==> src/rtl/dsrs_pkg.sv <==
// Shared types, constants and functions of the dual stepper rate sequencer.
package dsrs_pkg;

    localparam int PHASE_COUNT = 8;
    localparam int PH_W        = $clog2(PHASE_COUNT);

    localparam logic [1:0] ACT_TICK = 2'd0;
    localparam logic [1:0] ACT_SET  = 2'd1;
    localparam logic [1:0] ACT_STOP = 2'd2;

    localparam logic [2:0] ADDR_RPS_MAX = 3'd0;
    localparam logic [2:0] ADDR_STEPS   = 3'd4;

    localparam logic [22:0] RPS_MAX_RST = 23'd19661;
    localparam logic [15:0] STEPS_RST   = 16'd50;

    localparam logic [31:0] IDLE_INTERVAL = 32'd1000000;
    localparam logic [31:0] MAX32         = 32'hFFFF_FFFF;
    localparam logic [47:0] INTERVAL_NUM  = 48'd65536000000;
    localparam logic [23:0] DEADBAND_MAX  = 24'd6;

    localparam int DIV_BITS = 48;
    localparam int CNT_W    = $clog2(DIV_BITS + 1);

    // speed operations run in this order
    localparam logic [1:0] OP_SCALE_L = 2'd0;
    localparam logic [1:0] OP_SCALE_R = 2'd1;
    localparam logic [1:0] OP_INTV_L  = 2'd2;
    localparam logic [1:0] OP_INTV_R  = 2'd3;

    typedef struct packed {
        logic [1:0]         action;
        logic signed [23:0] left_speed;
        logic signed [23:0] right_speed;
    } in_word_t;

    typedef struct packed {
        logic [3:0]         left_coils;
        logic [3:0]         right_coils;
        logic signed [23:0] left_rate;
        logic signed [23:0] right_rate;
        logic               left_stepped;
        logic               right_stepped;
        logic               both_stopped;
    } out_word_t;

    typedef struct packed {
        logic       load;
        logic       exec;
        logic       mul;
        logic       div_start;
        logic       div_step;
        logic       store;
        logic       emit;
        logic [1:0] op;
    } cmd_t;

    typedef struct packed {
        logic [1:0] action;
        logic       div_done;
        logic       out_busy;
    } sts_t;

    function automatic logic [3:0] phase_pattern(input logic [PH_W-1:0] ph);
        logic [3:0] pat;
        begin
            case (ph)
                3'd0:    pat = 4'b1000;
                3'd1:    pat = 4'b1010;
                3'd2:    pat = 4'b0010;
                3'd3:    pat = 4'b0110;
                3'd4:    pat = 4'b0100;
                3'd5:    pat = 4'b0101;
                3'd6:    pat = 4'b0001;
                3'd7:    pat = 4'b1001;
                default: pat = 4'b0000;
            endcase
            return pat;
        end
    endfunction

endpackage

==> src/rtl/dsrs_ctrl.sv <==
// Controller state machine of the dual stepper rate sequencer.
module dsrs_ctrl (
    input  logic          clk,
    input  logic          rst_n,
    input  logic          in_valid,
    output logic          in_stall,
    input  dsrs_pkg::sts_t sts,
    output dsrs_pkg::cmd_t cmd
);
    import dsrs_pkg::*;

    typedef enum logic [6:0] {
        S_IDLE  = 7'b0000001,
        S_EXEC  = 7'b0000010,
        S_MUL   = 7'b0000100,
        S_DIVS  = 7'b0001000,
        S_DIVR  = 7'b0010000,
        S_STORE = 7'b0100000,
        S_EMIT  = 7'b1000000
    } state_t;

    state_t     state_reg, state_next;
    logic [1:0] op_reg, op_next;

    always_ff @(posedge clk or negedge rst_n)
    begin
        if (!rst_n)
        begin
            state_reg <= S_IDLE;
            op_reg    <= OP_SCALE_L;
        end
        else
        begin
            state_reg <= state_next;
            op_reg    <= op_next;
        end
    end

    always_comb
    begin
        state_next = state_reg;
        op_next    = op_reg;
        cmd        = '0;
        cmd.op     = op_reg;
        case (state_reg)
            S_IDLE:
            begin
                if (in_valid)
                begin
                    cmd.load   = 1'b1;
                    state_next = S_EXEC;
                end
            end
            S_EXEC:
            begin
                if (sts.action == ACT_SET)
                begin
                    op_next    = OP_SCALE_L;
                    state_next = S_MUL;
                end
                else
                begin
                    cmd.exec   = 1'b1;
                    state_next = S_EMIT;
                end
            end
            S_MUL:
            begin
                cmd.mul    = 1'b1;
                state_next = S_DIVS;
            end
            S_DIVS:
            begin
                cmd.div_start = 1'b1;
                state_next    = S_DIVR;
            end
            S_DIVR:
            begin
                if (sts.div_done)
                    state_next = S_STORE;
                else
                    cmd.div_step = 1'b1;
            end
            S_STORE:
            begin
                cmd.store = 1'b1;
                if (op_reg == OP_INTV_R)
                    state_next = S_EMIT;
                else
                begin
                    op_next    = op_reg + 2'd1;
                    state_next = S_MUL;
                end
            end
            S_EMIT:
            begin
                if (!sts.out_busy)
                begin
                    cmd.emit   = 1'b1;
                    state_next = S_IDLE;
                end
            end
            default: state_next = S_IDLE;
        endcase
    end

    assign in_stall = (state_reg != S_IDLE);

    a_emit_free: assert property (@(posedge clk) disable iff (!rst_n)
        cmd.emit |-> !sts.out_busy)
        else $error("word emitted while output register is held");

    a_set_path: assert property (@(posedge clk) disable iff (!rst_n)
        (state_reg == S_EXEC && sts.action == ACT_SET) |=> state_reg == S_MUL)
        else $error("speed update did not enter multiply step");

    a_div_exit: assert property (@(posedge clk) disable iff (!rst_n)
        (state_reg == S_DIVR && sts.div_done) |=> state_reg == S_STORE)
        else $error("finished division not stored");

    a_op_hold: assert property (@(posedge clk) disable iff (!rst_n)
        (state_reg != S_STORE && state_reg != S_EXEC) |=> $stable(op_reg))
        else $error("operation index moved outside store");

endmodule

==> src/rtl/dsrs_dp.sv <==
// Datapath of the dual stepper rate sequencer: speed shaping, divider, motor timers.
module dsrs_dp (
    input  logic               clk,
    input  logic               rst_n,
    input  dsrs_pkg::cmd_t     cmd,
    output dsrs_pkg::sts_t     sts,
    input  dsrs_pkg::in_word_t in_word,
    input  logic [22:0]        rps_max,
    input  logic [15:0]        steps_per_rev,
    input  logic               out_stall,
    output logic               out_valid,
    output dsrs_pkg::out_word_t out_word
);
    import dsrs_pkg::*;

    typedef struct packed {
        logic [31:0]     intv;
        logic [31:0]     ela;
        logic [PH_W-1:0] ph;
        logic [3:0]      coil;
        logic            step;
    } motor_t;

    function automatic motor_t motor_tick(input logic signed [23:0] spd,
                                          input motor_t m, input logic down);
        motor_t     r;
        logic [31:0] inc;
        begin
            r    = m;
            inc  = (m.ela == MAX32) ? m.ela : m.ela + 32'd1;
            r.ela  = inc;
            r.step = 1'b0;
            if (spd == 24'sd0)
            begin
                r.coil = 4'b0000;
                r.intv = IDLE_INTERVAL;
            end
            else if (inc >= m.intv)
            begin
                r.coil = phase_pattern(m.ph);
                r.ela  = '0;
                r.step = 1'b1;
                r.ph   = down ? m.ph - 1'b1 : m.ph + 1'b1;
            end
            return r;
        end
    endfunction

    logic [1:0]         act_reg;
    logic signed [23:0] lin_reg, rin_reg;
    logic signed [23:0] lspd_reg, rspd_reg;
    logic [23:0]        lmag_reg, rmag_reg;
    motor_t             lm_reg, rm_reg;
    logic [47:0]        prod_reg, quo_reg;
    logic [39:0]        rem_reg, dv_reg;
    logic [CNT_W-1:0]   cnt_reg;
    logic               out_valid_reg;
    out_word_t          out_word_reg;

    logic [23:0] lin_mag, rin_mag, peak, op_mag, shaped;
    logic        need_scale, op_neg;
    logic [40:0] rem_sh;
    logic        q_bit;
    motor_t      lm_tick, rm_tick;

    assign lin_mag    = lin_reg[23] ? 24'(-lin_reg) : 24'(lin_reg);
    assign rin_mag    = rin_reg[23] ? 24'(-rin_reg) : 24'(rin_reg);
    assign peak       = (lin_mag > rin_mag) ? lin_mag : rin_mag;
    assign need_scale = peak > {1'b0, rps_max};

    always_comb
    begin
        case (cmd.op)
            OP_SCALE_L: begin op_mag = lin_mag;  op_neg = lin_reg[23]; end
            OP_SCALE_R: begin op_mag = rin_mag;  op_neg = rin_reg[23]; end
            OP_INTV_L:  begin op_mag = lmag_reg; op_neg = 1'b0;        end
            OP_INTV_R:  begin op_mag = rmag_reg; op_neg = 1'b0;        end
            default:    begin op_mag = lmag_reg; op_neg = 1'b0;        end
        endcase
    end

    // truncate toward zero, then drop tiny speeds
    always_comb
    begin
        shaped = need_scale ? quo_reg[23:0] : op_mag;
        if (shaped <= DEADBAND_MAX)
            shaped = '0;
    end

    assign rem_sh = {rem_reg, quo_reg[DIV_BITS-1]};
    assign q_bit  = rem_sh >= {1'b0, dv_reg};

    assign lm_tick = motor_tick(lspd_reg, lm_reg, lspd_reg < 24'sd0);
    assign rm_tick = motor_tick(rspd_reg, rm_reg, rspd_reg > 24'sd0);

    always_ff @(posedge clk)
    begin
        if (cmd.load)
        begin
            act_reg <= in_word.action;
            lin_reg <= in_word.left_speed;
            rin_reg <= in_word.right_speed;
        end
        if (cmd.mul)
        begin
            if (cmd.op == OP_SCALE_L || cmd.op == OP_SCALE_R)
                prod_reg <= {24'b0, op_mag} * {25'b0, rps_max};
            else
                prod_reg <= {24'b0, op_mag} * {32'b0, steps_per_rev};
        end
        if (cmd.div_start)
        begin
            rem_reg <= '0;
            if (cmd.op == OP_SCALE_L || cmd.op == OP_SCALE_R)
            begin
                quo_reg <= prod_reg;
                dv_reg  <= {16'b0, peak};
            end
            else
            begin
                quo_reg <= INTERVAL_NUM;
                dv_reg  <= prod_reg[39:0];
            end
        end
        else if (cmd.div_step)
        begin
            rem_reg <= q_bit ? 40'(rem_sh - {1'b0, dv_reg}) : rem_sh[39:0];
            quo_reg <= {quo_reg[DIV_BITS-2:0], q_bit};
        end
    end

    always_ff @(posedge clk or negedge rst_n)
    begin
        if (!rst_n)
        begin
            cnt_reg  <= '0;
            lspd_reg <= '0;
            rspd_reg <= '0;
            lmag_reg <= '0;
            rmag_reg <= '0;
            lm_reg   <= '{intv: IDLE_INTERVAL, ela: '0, ph: '0, coil: '0, step: 1'b0};
            rm_reg   <= '{intv: IDLE_INTERVAL, ela: '0, ph: '0, coil: '0, step: 1'b0};
            out_valid_reg <= 1'b0;
        end
        else
        begin
            if (cmd.div_start)
                cnt_reg <= '0;
            else if (cmd.div_step && cnt_reg != CNT_W'(DIV_BITS))
                cnt_reg <= cnt_reg + 1'b1;

            if (cmd.load)
            begin
                lm_reg.step <= 1'b0;
                rm_reg.step <= 1'b0;
            end

            if (cmd.exec)
            begin
                if (act_reg == ACT_TICK)
                begin
                    lm_reg <= lm_tick;
                    rm_reg <= rm_tick;
                end
                else if (act_reg == ACT_STOP)
                begin
                    lspd_reg     <= '0;
                    rspd_reg     <= '0;
                    lm_reg.coil  <= '0;
                    rm_reg.coil  <= '0;
                    lm_reg.intv  <= IDLE_INTERVAL;
                    rm_reg.intv  <= IDLE_INTERVAL;
                end
            end

            if (cmd.store)
            begin
                case (cmd.op)
                    OP_SCALE_L:
                    begin
                        lmag_reg <= shaped;
                        lspd_reg <= op_neg ? 24'(-shaped) : shaped;
                    end
                    OP_SCALE_R:
                    begin
                        rmag_reg <= shaped;
                        rspd_reg <= op_neg ? 24'(-shaped) : shaped;
                    end
                    OP_INTV_L:
                    begin
                        if (lmag_reg == '0)
                            lm_reg.intv <= IDLE_INTERVAL;
                        else if (prod_reg == '0 || quo_reg[47:32] != '0)
                            lm_reg.intv <= MAX32;
                        else
                            lm_reg.intv <= quo_reg[31:0];
                    end
                    OP_INTV_R:
                    begin
                        if (rmag_reg == '0)
                            rm_reg.intv <= IDLE_INTERVAL;
                        else if (prod_reg == '0 || quo_reg[47:32] != '0)
                            rm_reg.intv <= MAX32;
                        else
                            rm_reg.intv <= quo_reg[31:0];
                    end
                    default: ;
                endcase
            end

            if (cmd.emit)
                out_valid_reg <= 1'b1;
            else if (!out_stall)
                out_valid_reg <= 1'b0;
        end
    end

    always_ff @(posedge clk)
    begin
        if (cmd.emit)
        begin
            out_word_reg.left_coils    <= lm_reg.coil;
            out_word_reg.right_coils   <= rm_reg.coil;
            out_word_reg.left_rate     <= lspd_reg;
            out_word_reg.right_rate    <= rspd_reg;
            out_word_reg.left_stepped  <= lm_reg.step;
            out_word_reg.right_stepped <= rm_reg.step;
            out_word_reg.both_stopped  <= (lspd_reg == '0) && (rspd_reg == '0);
        end
    end

    assign sts.action   = act_reg;
    assign sts.div_done = (cnt_reg == CNT_W'(DIV_BITS));
    assign sts.out_busy = out_valid_reg && out_stall;
    assign out_valid    = out_valid_reg;
    assign out_word     = out_word_reg;

endmodule

==> src/rtl/dual_stepper_rate_sequencer.sv <==
// Top level of the dual stepper rate sequencer: configuration registers and wiring.
//
// Drives two 4-coil steppers through the 8-phase half-step sequence and returns one
// word per input word. A tick or stop word passes through the execute and emit states
// before its result is offered; a set-speeds word goes through one shared radix-2
// divider that runs 48 iterations for each of four divisions (two speed scalings, two
// step intervals), each preceded by a multiply. A new word is taken only after the
// previous result is loaded into the output register. rps_max lies at address 0 and
// steps_per_rev at address 4; write them only while the block is idle.
module dual_stepper_rate_sequencer (
    input  logic                clk,
    input  logic                rst_n,
    input  logic                in_valid,
    output logic                in_stall,
    input  dsrs_pkg::in_word_t  in_word,
    output logic                out_valid,
    input  logic                out_stall,
    output dsrs_pkg::out_word_t out_word,
    input  logic                psel,
    input  logic                penable,
    input  logic                pwrite,
    input  logic [2:0]          paddr,
    input  logic [31:0]         pwdata,
    output logic [31:0]         prdata,
    output logic                pready
);
    import dsrs_pkg::*;

    logic [22:0] rps_max_reg;
    logic [15:0] steps_reg;
    cmd_t        cmd;
    sts_t        sts;

    always_ff @(posedge clk or negedge rst_n)
    begin
        if (!rst_n)
        begin
            rps_max_reg <= RPS_MAX_RST;
            steps_reg   <= STEPS_RST;
        end
        else if (psel && penable && pwrite)
        begin
            case (paddr)
                ADDR_RPS_MAX: rps_max_reg <= pwdata[22:0];
                ADDR_STEPS:   steps_reg   <= pwdata[15:0];
                default: ;
            endcase
        end
    end

    always_comb
    begin
        case (paddr)
            ADDR_RPS_MAX: prdata = {9'b0, rps_max_reg};
            ADDR_STEPS:   prdata = {16'b0, steps_reg};
            default:      prdata = '0;
        endcase
    end

    assign pready = 1'b1;

    dsrs_ctrl u_ctrl (
        .clk      (clk),
        .rst_n    (rst_n),
        .in_valid (in_valid),
        .in_stall (in_stall),
        .sts      (sts),
        .cmd      (cmd)
    );

    dsrs_dp u_dp (
        .clk           (clk),
        .rst_n         (rst_n),
        .cmd           (cmd),
        .sts           (sts),
        .in_word       (in_word),
        .rps_max       (rps_max_reg),
        .steps_per_rev (steps_reg),
        .out_stall     (out_stall),
        .out_valid     (out_valid),
        .out_word      (out_word)
    );

endmodule

==> config.mk <==
export PLATFORM = sky130hd
export DESIGN_NAME = dual_stepper_rate_sequencer
export DESIGN_NICKNAME = d
export VERILOG_FILES = /design/src/rtl/dsrs_pkg.sv /design/src/rtl/dsrs_ctrl.sv /design/src/rtl/dsrs_dp.sv /design/src/rtl/dual_stepper_rate_sequencer.sv
export SDC_FILE = /design/constraint.sdc
export NUM_CORES = 2
export LEC_CHECK = 0
export ABC_AREA = 1
export BUFFER_PORTS_ARGS = -buffer_cell sky130_fd_sc_hd__buf_2
export CAP_MARGIN = 40
export CORE_ASPECT_RATIO = 1.1
export CORE_MARGIN = 10
export CORE_UTILIZATION = 50
export CTS_BUF_LIST = sky130_fd_sc_hd__clkbuf_8
export DETAILED_ROUTE_END_ITERATION = 10
export GPL_TIMING_DRIVEN = 0
export PLACE_DENSITY = 0.66
export SKIP_LAST_GASP = 1
export SLEW_MARGIN = 20
export SYNTH_ARGS = -nofsm -noshare
export SYNTH_HDL_FRONTEND = slang
export SYNTH_SLANG_ARGS = --single-unit
==> constraint.sdc <==
create_clock -name clk -period 22.8 [get_ports clk]
set_clock_uncertainty 0.1 [all_clocks]
set_input_delay 1.14 -clock clk [delete_from_list [all_inputs] [get_ports clk]]
set_output_delay 1.14 -clock clk [all_outputs]
set_load 0.01 [all_outputs]
== Yosys cells after proc, flatten, opt, wreduce, memory -nomap -nowiden ==
Memories as Yosys holds them, arrays and structs flattened.
Index checks and enable logic that the tools add are counted.

* Word-level logic and storage cells: 207
* Bits in read-only memories: 64
* Register bits: 579
* Memories kept: 2
* Input port bits: 92
* Output and inout port bits: 94

* Magnitude comparators: 8
* Equality and inequality tests: 26
* Multiply operators: 2
* Bitwise gates (word level): 2
* Muxes and demuxes: 85
* $add $sub $neg: 12
* Reduce and logical (&&, ||, !) cells: 34

{| class="wikitable"
|+ Memory list
! name !! depth !! width !! read ports !! clocked after memory_dff !! wr ports !! RTL line !! source
|-
| (name not given) || 8 || 4 || 1 || 0 || 0 || dsrs_pkg.sv:67 || <nowiki>case (ph)</nowiki>
|-
| (name not given) || 8 || 4 || 1 || 0 || 0 || dsrs_pkg.sv:67 ||
|}

{| class="wikitable"
|+ Operators by type and width
! operator !! number
|-
| $mux W32 || 15
|-
| $mux W24 || 17
|-
| $mux W40 || 4
|-
| $logic_not A24 Y1 || 6
|-
| $mux W72 || 2
|-
| $mux W35 || 4
|-
| $mux W48 || 2
|-
| $pmux W24 S4 || 1
|-
| $neg A24 Y24 || 3
|-
| $add A32 B1 Y32 const B || 2
|-
| $eq A32 B32 Y1 const B || 2
|-
| $ge A32 B32 Y1 || 2
|-
| $pmux W7 S7 || 1
|-
| $logic_not A48 Y1 || 1
|-
| $mul A24 B23 Y47 || 1
|-
| $mux W47 || 1
|-
| $pmux W23 S2 || 1
|-
| $ge A41 B40 Y1 || 1
|-
| $mul A24 B16 Y40 || 1
|-
| $sub A40 B40 Y40 || 1
|-
| $mux W7 || 5
|-
| $gt A24 B1 Y1 const B || 1
|-
| $gt A24 B23 Y1 || 1
|-
| $gt A24 B24 Y1 || 1
|-
| other kinds (40) || 93
|}

== Longest topological paths before layout ==
* Depth after elaboration: 12
* Mapped depth: 60
* Mapped depth without buffers: 58

== Cells and area by module ==
Synthesis repeated with hierarchy kept, for this count alone.

* Cell total of the unflattened synthesis: 7447
* Area, all modules: 61681.7 um^2

{| class="wikitable"
|+ By module, submodules not included
! module !! instances !! area an instance (um^2) !! cells each !! seq. area each (um^2)
|-
| dsrs_dp || 1 || 58895.2 || 7098 || 14326.2
|-
| dual_stepper_rate_sequencer || 1 || 2209.6 || 276 || 989.7
|-
| dsrs_ctrl || 1 || 576.8 || 73 || 226.5
|}

== Worst setup path before layout ==
OpenSTA, ideal clock, no wires.

* Path type: reg-to-reg
* From: reg u_dp.rin_reg[0]
* To: reg u_dp.prod_reg[43] (data pin)
* Clock period less this slack: 8156 ps
* Slack: 14644 ps
* Path buffers: 1
* Arrival time: 7796 ps
* Data required time: 22440 ps
* Stages on the path, launching flop included: 43
* Cell sequence: edfxtp_1 inv_2 ha_1 nand3_2 nor2_1 nand3_1 o21ai_0 xor2_1 inv_1 o21ai_0 nand2_1 inv_1 clkbuf_1 nand2_1 fa_1 inv_1 fa_1 inv_1 (+7 left out) fa_1 ha_1 nand2_1 nor2_1 a221oi_1 o21ai_0 a21oi_1 inv_1 nand4_1 nand2_1 nand2_1 nand3_1 a21oi_1 o21ai_0 nand3_1 nand2_1 o21ai_0 a21oi_1

* Word-level cells in the longest chain between the ends: 4

{| class="wikitable"
|+ RTL lines
! what !! RTL line !! source
|-
| start: declaration || dsrs_dp.sv:50 || <nowiki>logic signed [23:0] lin_reg, rin_reg;</nowiki>
|-
| start signal: assignment || dsrs_dp.sv:102 || <nowiki>rin_reg <= in_word.right_speed;</nowiki>
|-
| $neg A24 Y24 || dsrs_dp.sv:67 || <nowiki>assign rin_mag = rin_reg[23] ? 24'(-rin_reg) : 24'(rin_reg);</nowiki>
|-
| $mux W24 (*) || dsrs_dp.sv:67 ||
|-
| $pmux W24 S4 (*) || dsrs_dp.sv:73 || <nowiki>case (cmd.op)</nowiki>
|-
| $mul A24 B23 Y47 (*) || dsrs_dp.sv:107 || <nowiki>prod_reg <= {24'b0, op_mag} * {25'b0, rps_max};</nowiki>
|-
| end signal: assignment || dsrs_dp.sv:107 ||
|-
| end signal: assignment || dsrs_dp.sv:109 || <nowiki>prod_reg <= {24'b0, op_mag} * {32'b0, steps_per_rev};</nowiki>
|-
| end: declaration || dsrs_dp.sv:54 || <nowiki>logic [47:0] prod_reg, quo_reg;</nowiki>
|}

Every way passes the cells marked *; elsewhere a longest branch is shown, timed or not.
A chain may end at the register's enable or synchronous reset.

== Final worst setup path ==
Same ends and word-level chain as after synthesis.

==> results.cfg <==
[global_routing]
met1_usage = 0.356
top_usage_layer = met2
gr-total-overflow = 0
use_met2 = 0.509
grt_max_degree = 87
track_usage = 0.304
met3_usage = 0.0685
antenna_found_initial = 10
grt_pass1_wl_mm = 314
grt_pass1_vias = 52900

[clocking]
insertion_delay_ns = 0.88
cts_made_buffers = 97
cts_sinks = 579
ctsHoldBuffers = 0
clock-root-buffer = clkbuf_8
path_clk_slew_ns = 0.06
clock_path_buffers = 3
htree_num_levels = 3
post_cts_resized = 0
cts_tree = built
cts_setup_buffers = 0

[worst_setup_path]
worst-path-max-fanout = 9
critPathSlowestCell = fa_1
cp-start-kind = register
worstReg2RegStart = u_dp.rin_reg[0]
crit_path_end = u_dp.prod_reg[43]
cpMostUsedCell = nand2_1
r2r_setup_slack_ns = 11.68
required_ns = 23.22
critPathMaxStageDelay_ns = 0.55
worstSetupStartpoint = u_dp.rin_reg[0]
reg2reg_depth = 45
cp-end-kind = register
cp.arrival_ns = 11.54
critical_path_class = reg -> reg
regToRegEndpoint = u_dp.prod_reg[43]

[floorplanning]
core_area_um2 = 121000
placement_rows = 134
start_util = 0.502
chipWidth_um = 352
fp.dieH_um = 385
io_pins = 186
die_area_um2 = 136000

[timing]
worstMarginPinSlew_ns = 0.964
fin_crit_ns = 11.12
fin_tns_setup_ns = 0
rsz0062_at_grt = no
fmax_ghz = 0.0899
final_hold_viol_count = 0
period_share = 0.488
slew_viol_final = 0
setup_viol = 0
max_slew_margin = 0.357

[final_layout]
layout.nets = 8916
area_growth_pct = 9.11
multi_input_area_um2 = 38700
final_layout_size_suffix_gt1_frac = 0.0649
fill_cells = 11400
seqCellArea_um2 = 15500

[synth]
synth_xor_area_frac = 0.0213
synthAdderAreaFrac = 0.345
avgSynthCellArea_um2 = 8.33
synth_compound_area_frac = 0.0924
ys.warnings.count = 0
synth.yosys.seq_area_share = 0.256
synthesis.area_um2 = 60700
ys.flop_type = dfrtp_1
synth-simple-area-share = 0.177
yosysUniqueCellTypes = 66
synth_edf_count = 244
synth-seq-cells = 579
synth_top_family_by_area = adder cells
synth-async-reset-ratio = 0.509
synthMuxAreaShare = 0
netlist_instances = 7288

[detailed_routing]
firstDrtPassIters = 7
antenna_left = 0
drc_errors = 0
drt_iter0_markers = 4944
vias = 52000
viasPerCell = 5.58
wl_mm = 210
wire_per_inst_um = 22.6

[placement]
port_buffers = 166
dp_hpwl_mm = 174
routabilityCongestion = 1.01

[status]
status = finished, final reports clean

[run]
maxCapViolCount = 0

[min_path]
hold_class = in -> async
[per-stage QoR]
step	std cells	setup slack [ns]	instance area, um2	hold WS (ns)	utilization
after detailed placement	9136	11.71	64200	0.344	0.531
after global routing	9327	11.42	66200	0.174	0.547
after floorplan	7296	14.64	60800	0.319	-
after CTS	9319	11.63	66200	0.119	0.547
after global placement	9094	11.75	63600	0.339	0.526
final	9330	11.68	66200	0.156	0.547
[critical path, delay by kind of cell (launching register included)]
| kind | cells | cell delay [ns] |
|---|---|---|
| adder cells (fa/ha/maj) | 9 | 4.08 |
| AO/OA/AOI/OAI | 9 | 2.09 |
| AND/OR/NAND/NOR | 16 | 1.97 |
| buffers and inverters | 10 | 1.60 |
| XOR/XNOR | 1 | 0.52 |
| flip-flops | 1 | 0.43 |
[how the worst min path moves through the flow]
stage / from / endpoint
global route: rst_n / u_dp.rm_reg[16]
finish: rst_n / u_dp.rm_reg[16]
global placement: u_dp.rm_reg[1] / u_dp.out_word[51]
CTS: rst_n / u_dp.rm_reg[16]
floorplan: u_dp.rm_reg[0] / u_dp.out_word[1]
detailed placement: u_dp.rm_reg[4] / u_dp.out_word[54]
[synth_stat cells (16+ instances only)]
library cell / n / area share
nor2_1: 553 / 0.034
xor2_1: 116 / 0.017
o22ai_1: 101 / 0.010
a21oi_1: 287 / 0.024
nor4_1: 52 / 0.0054
nor3_1: 50 / 0.0041
a221oi_1: 16 / 0.0023
xnor2_1: 30 / 0.0043
nand4_1: 63 / 0.0065
dfstp_2: 26 / 0.011
nand3_1: 211 / 0.017
dfxtp_1: 40 / 0.013
ha_1: 447 / 0.092
nand2_2: 29 / 0.0030
clkbuf_1: 255 / 0.016
a22oi_1: 19 / 0.0023
fa_1: 768 / 0.25
o211ai_1: 17 / 0.0021
o21ai_1: 27 / 0.0022
o21a_1: 18 / 0.0022
inv_1: 1409 / 0.087
o21ai_0: 442 / 0.036
nand2_1: 1597 / 0.099
dfrtp_1: 269 / 0.11
edfxtp_1: 244 / 0.12
[logic make-up after synthesis]
logic type,Yosys count
compound gates,1008
buf+inv,1726
flops,579
simple gates,2611
fa+ha+maj,1215
xor+xnor,147
other cells,2
[placed cells by master (no fill, tap or decap), types with 176 or more instances in the layout]
cell      Yosys  layout
a21oi_1     287     287
buf_2         7     176
clkbuf_1    255     253
dfrtp_1     269     269
edfxtp_1    244     244
fa_1        768     768
ha_1        447     447
inv_1      1409    1447
nand2_1    1597    1597
nand3_1     211     211
nor2_1      553     550
o21ai_0     442     441
[routing by layer]
| metal | wire [um] | vias up |
|---|---|---|
| li1 | - | 23500 |
| met1 | 78000 | 25200 |
| met2 | 98500 | 2592 |
| met3 | 19200 | 733 |
| met4 | 14700 | 8 |
| met5 | 47 | - |
[cell type report]
cell class                 instances  share of cell area
clock inverter                    73             0.00653
clock buffer                     110              0.0229
antenna                            5            0.000189
timing repair buffer             214              0.0218
buffer                           290              0.0176
multi-input combinational       4991               0.584
inverter                        1436              0.0814
sequential                       579               0.235
tap                             1632              0.0308
Power is not shown: default switching activity piles up to over one toggle a cycle in this logic, so the estimate is an artifact.
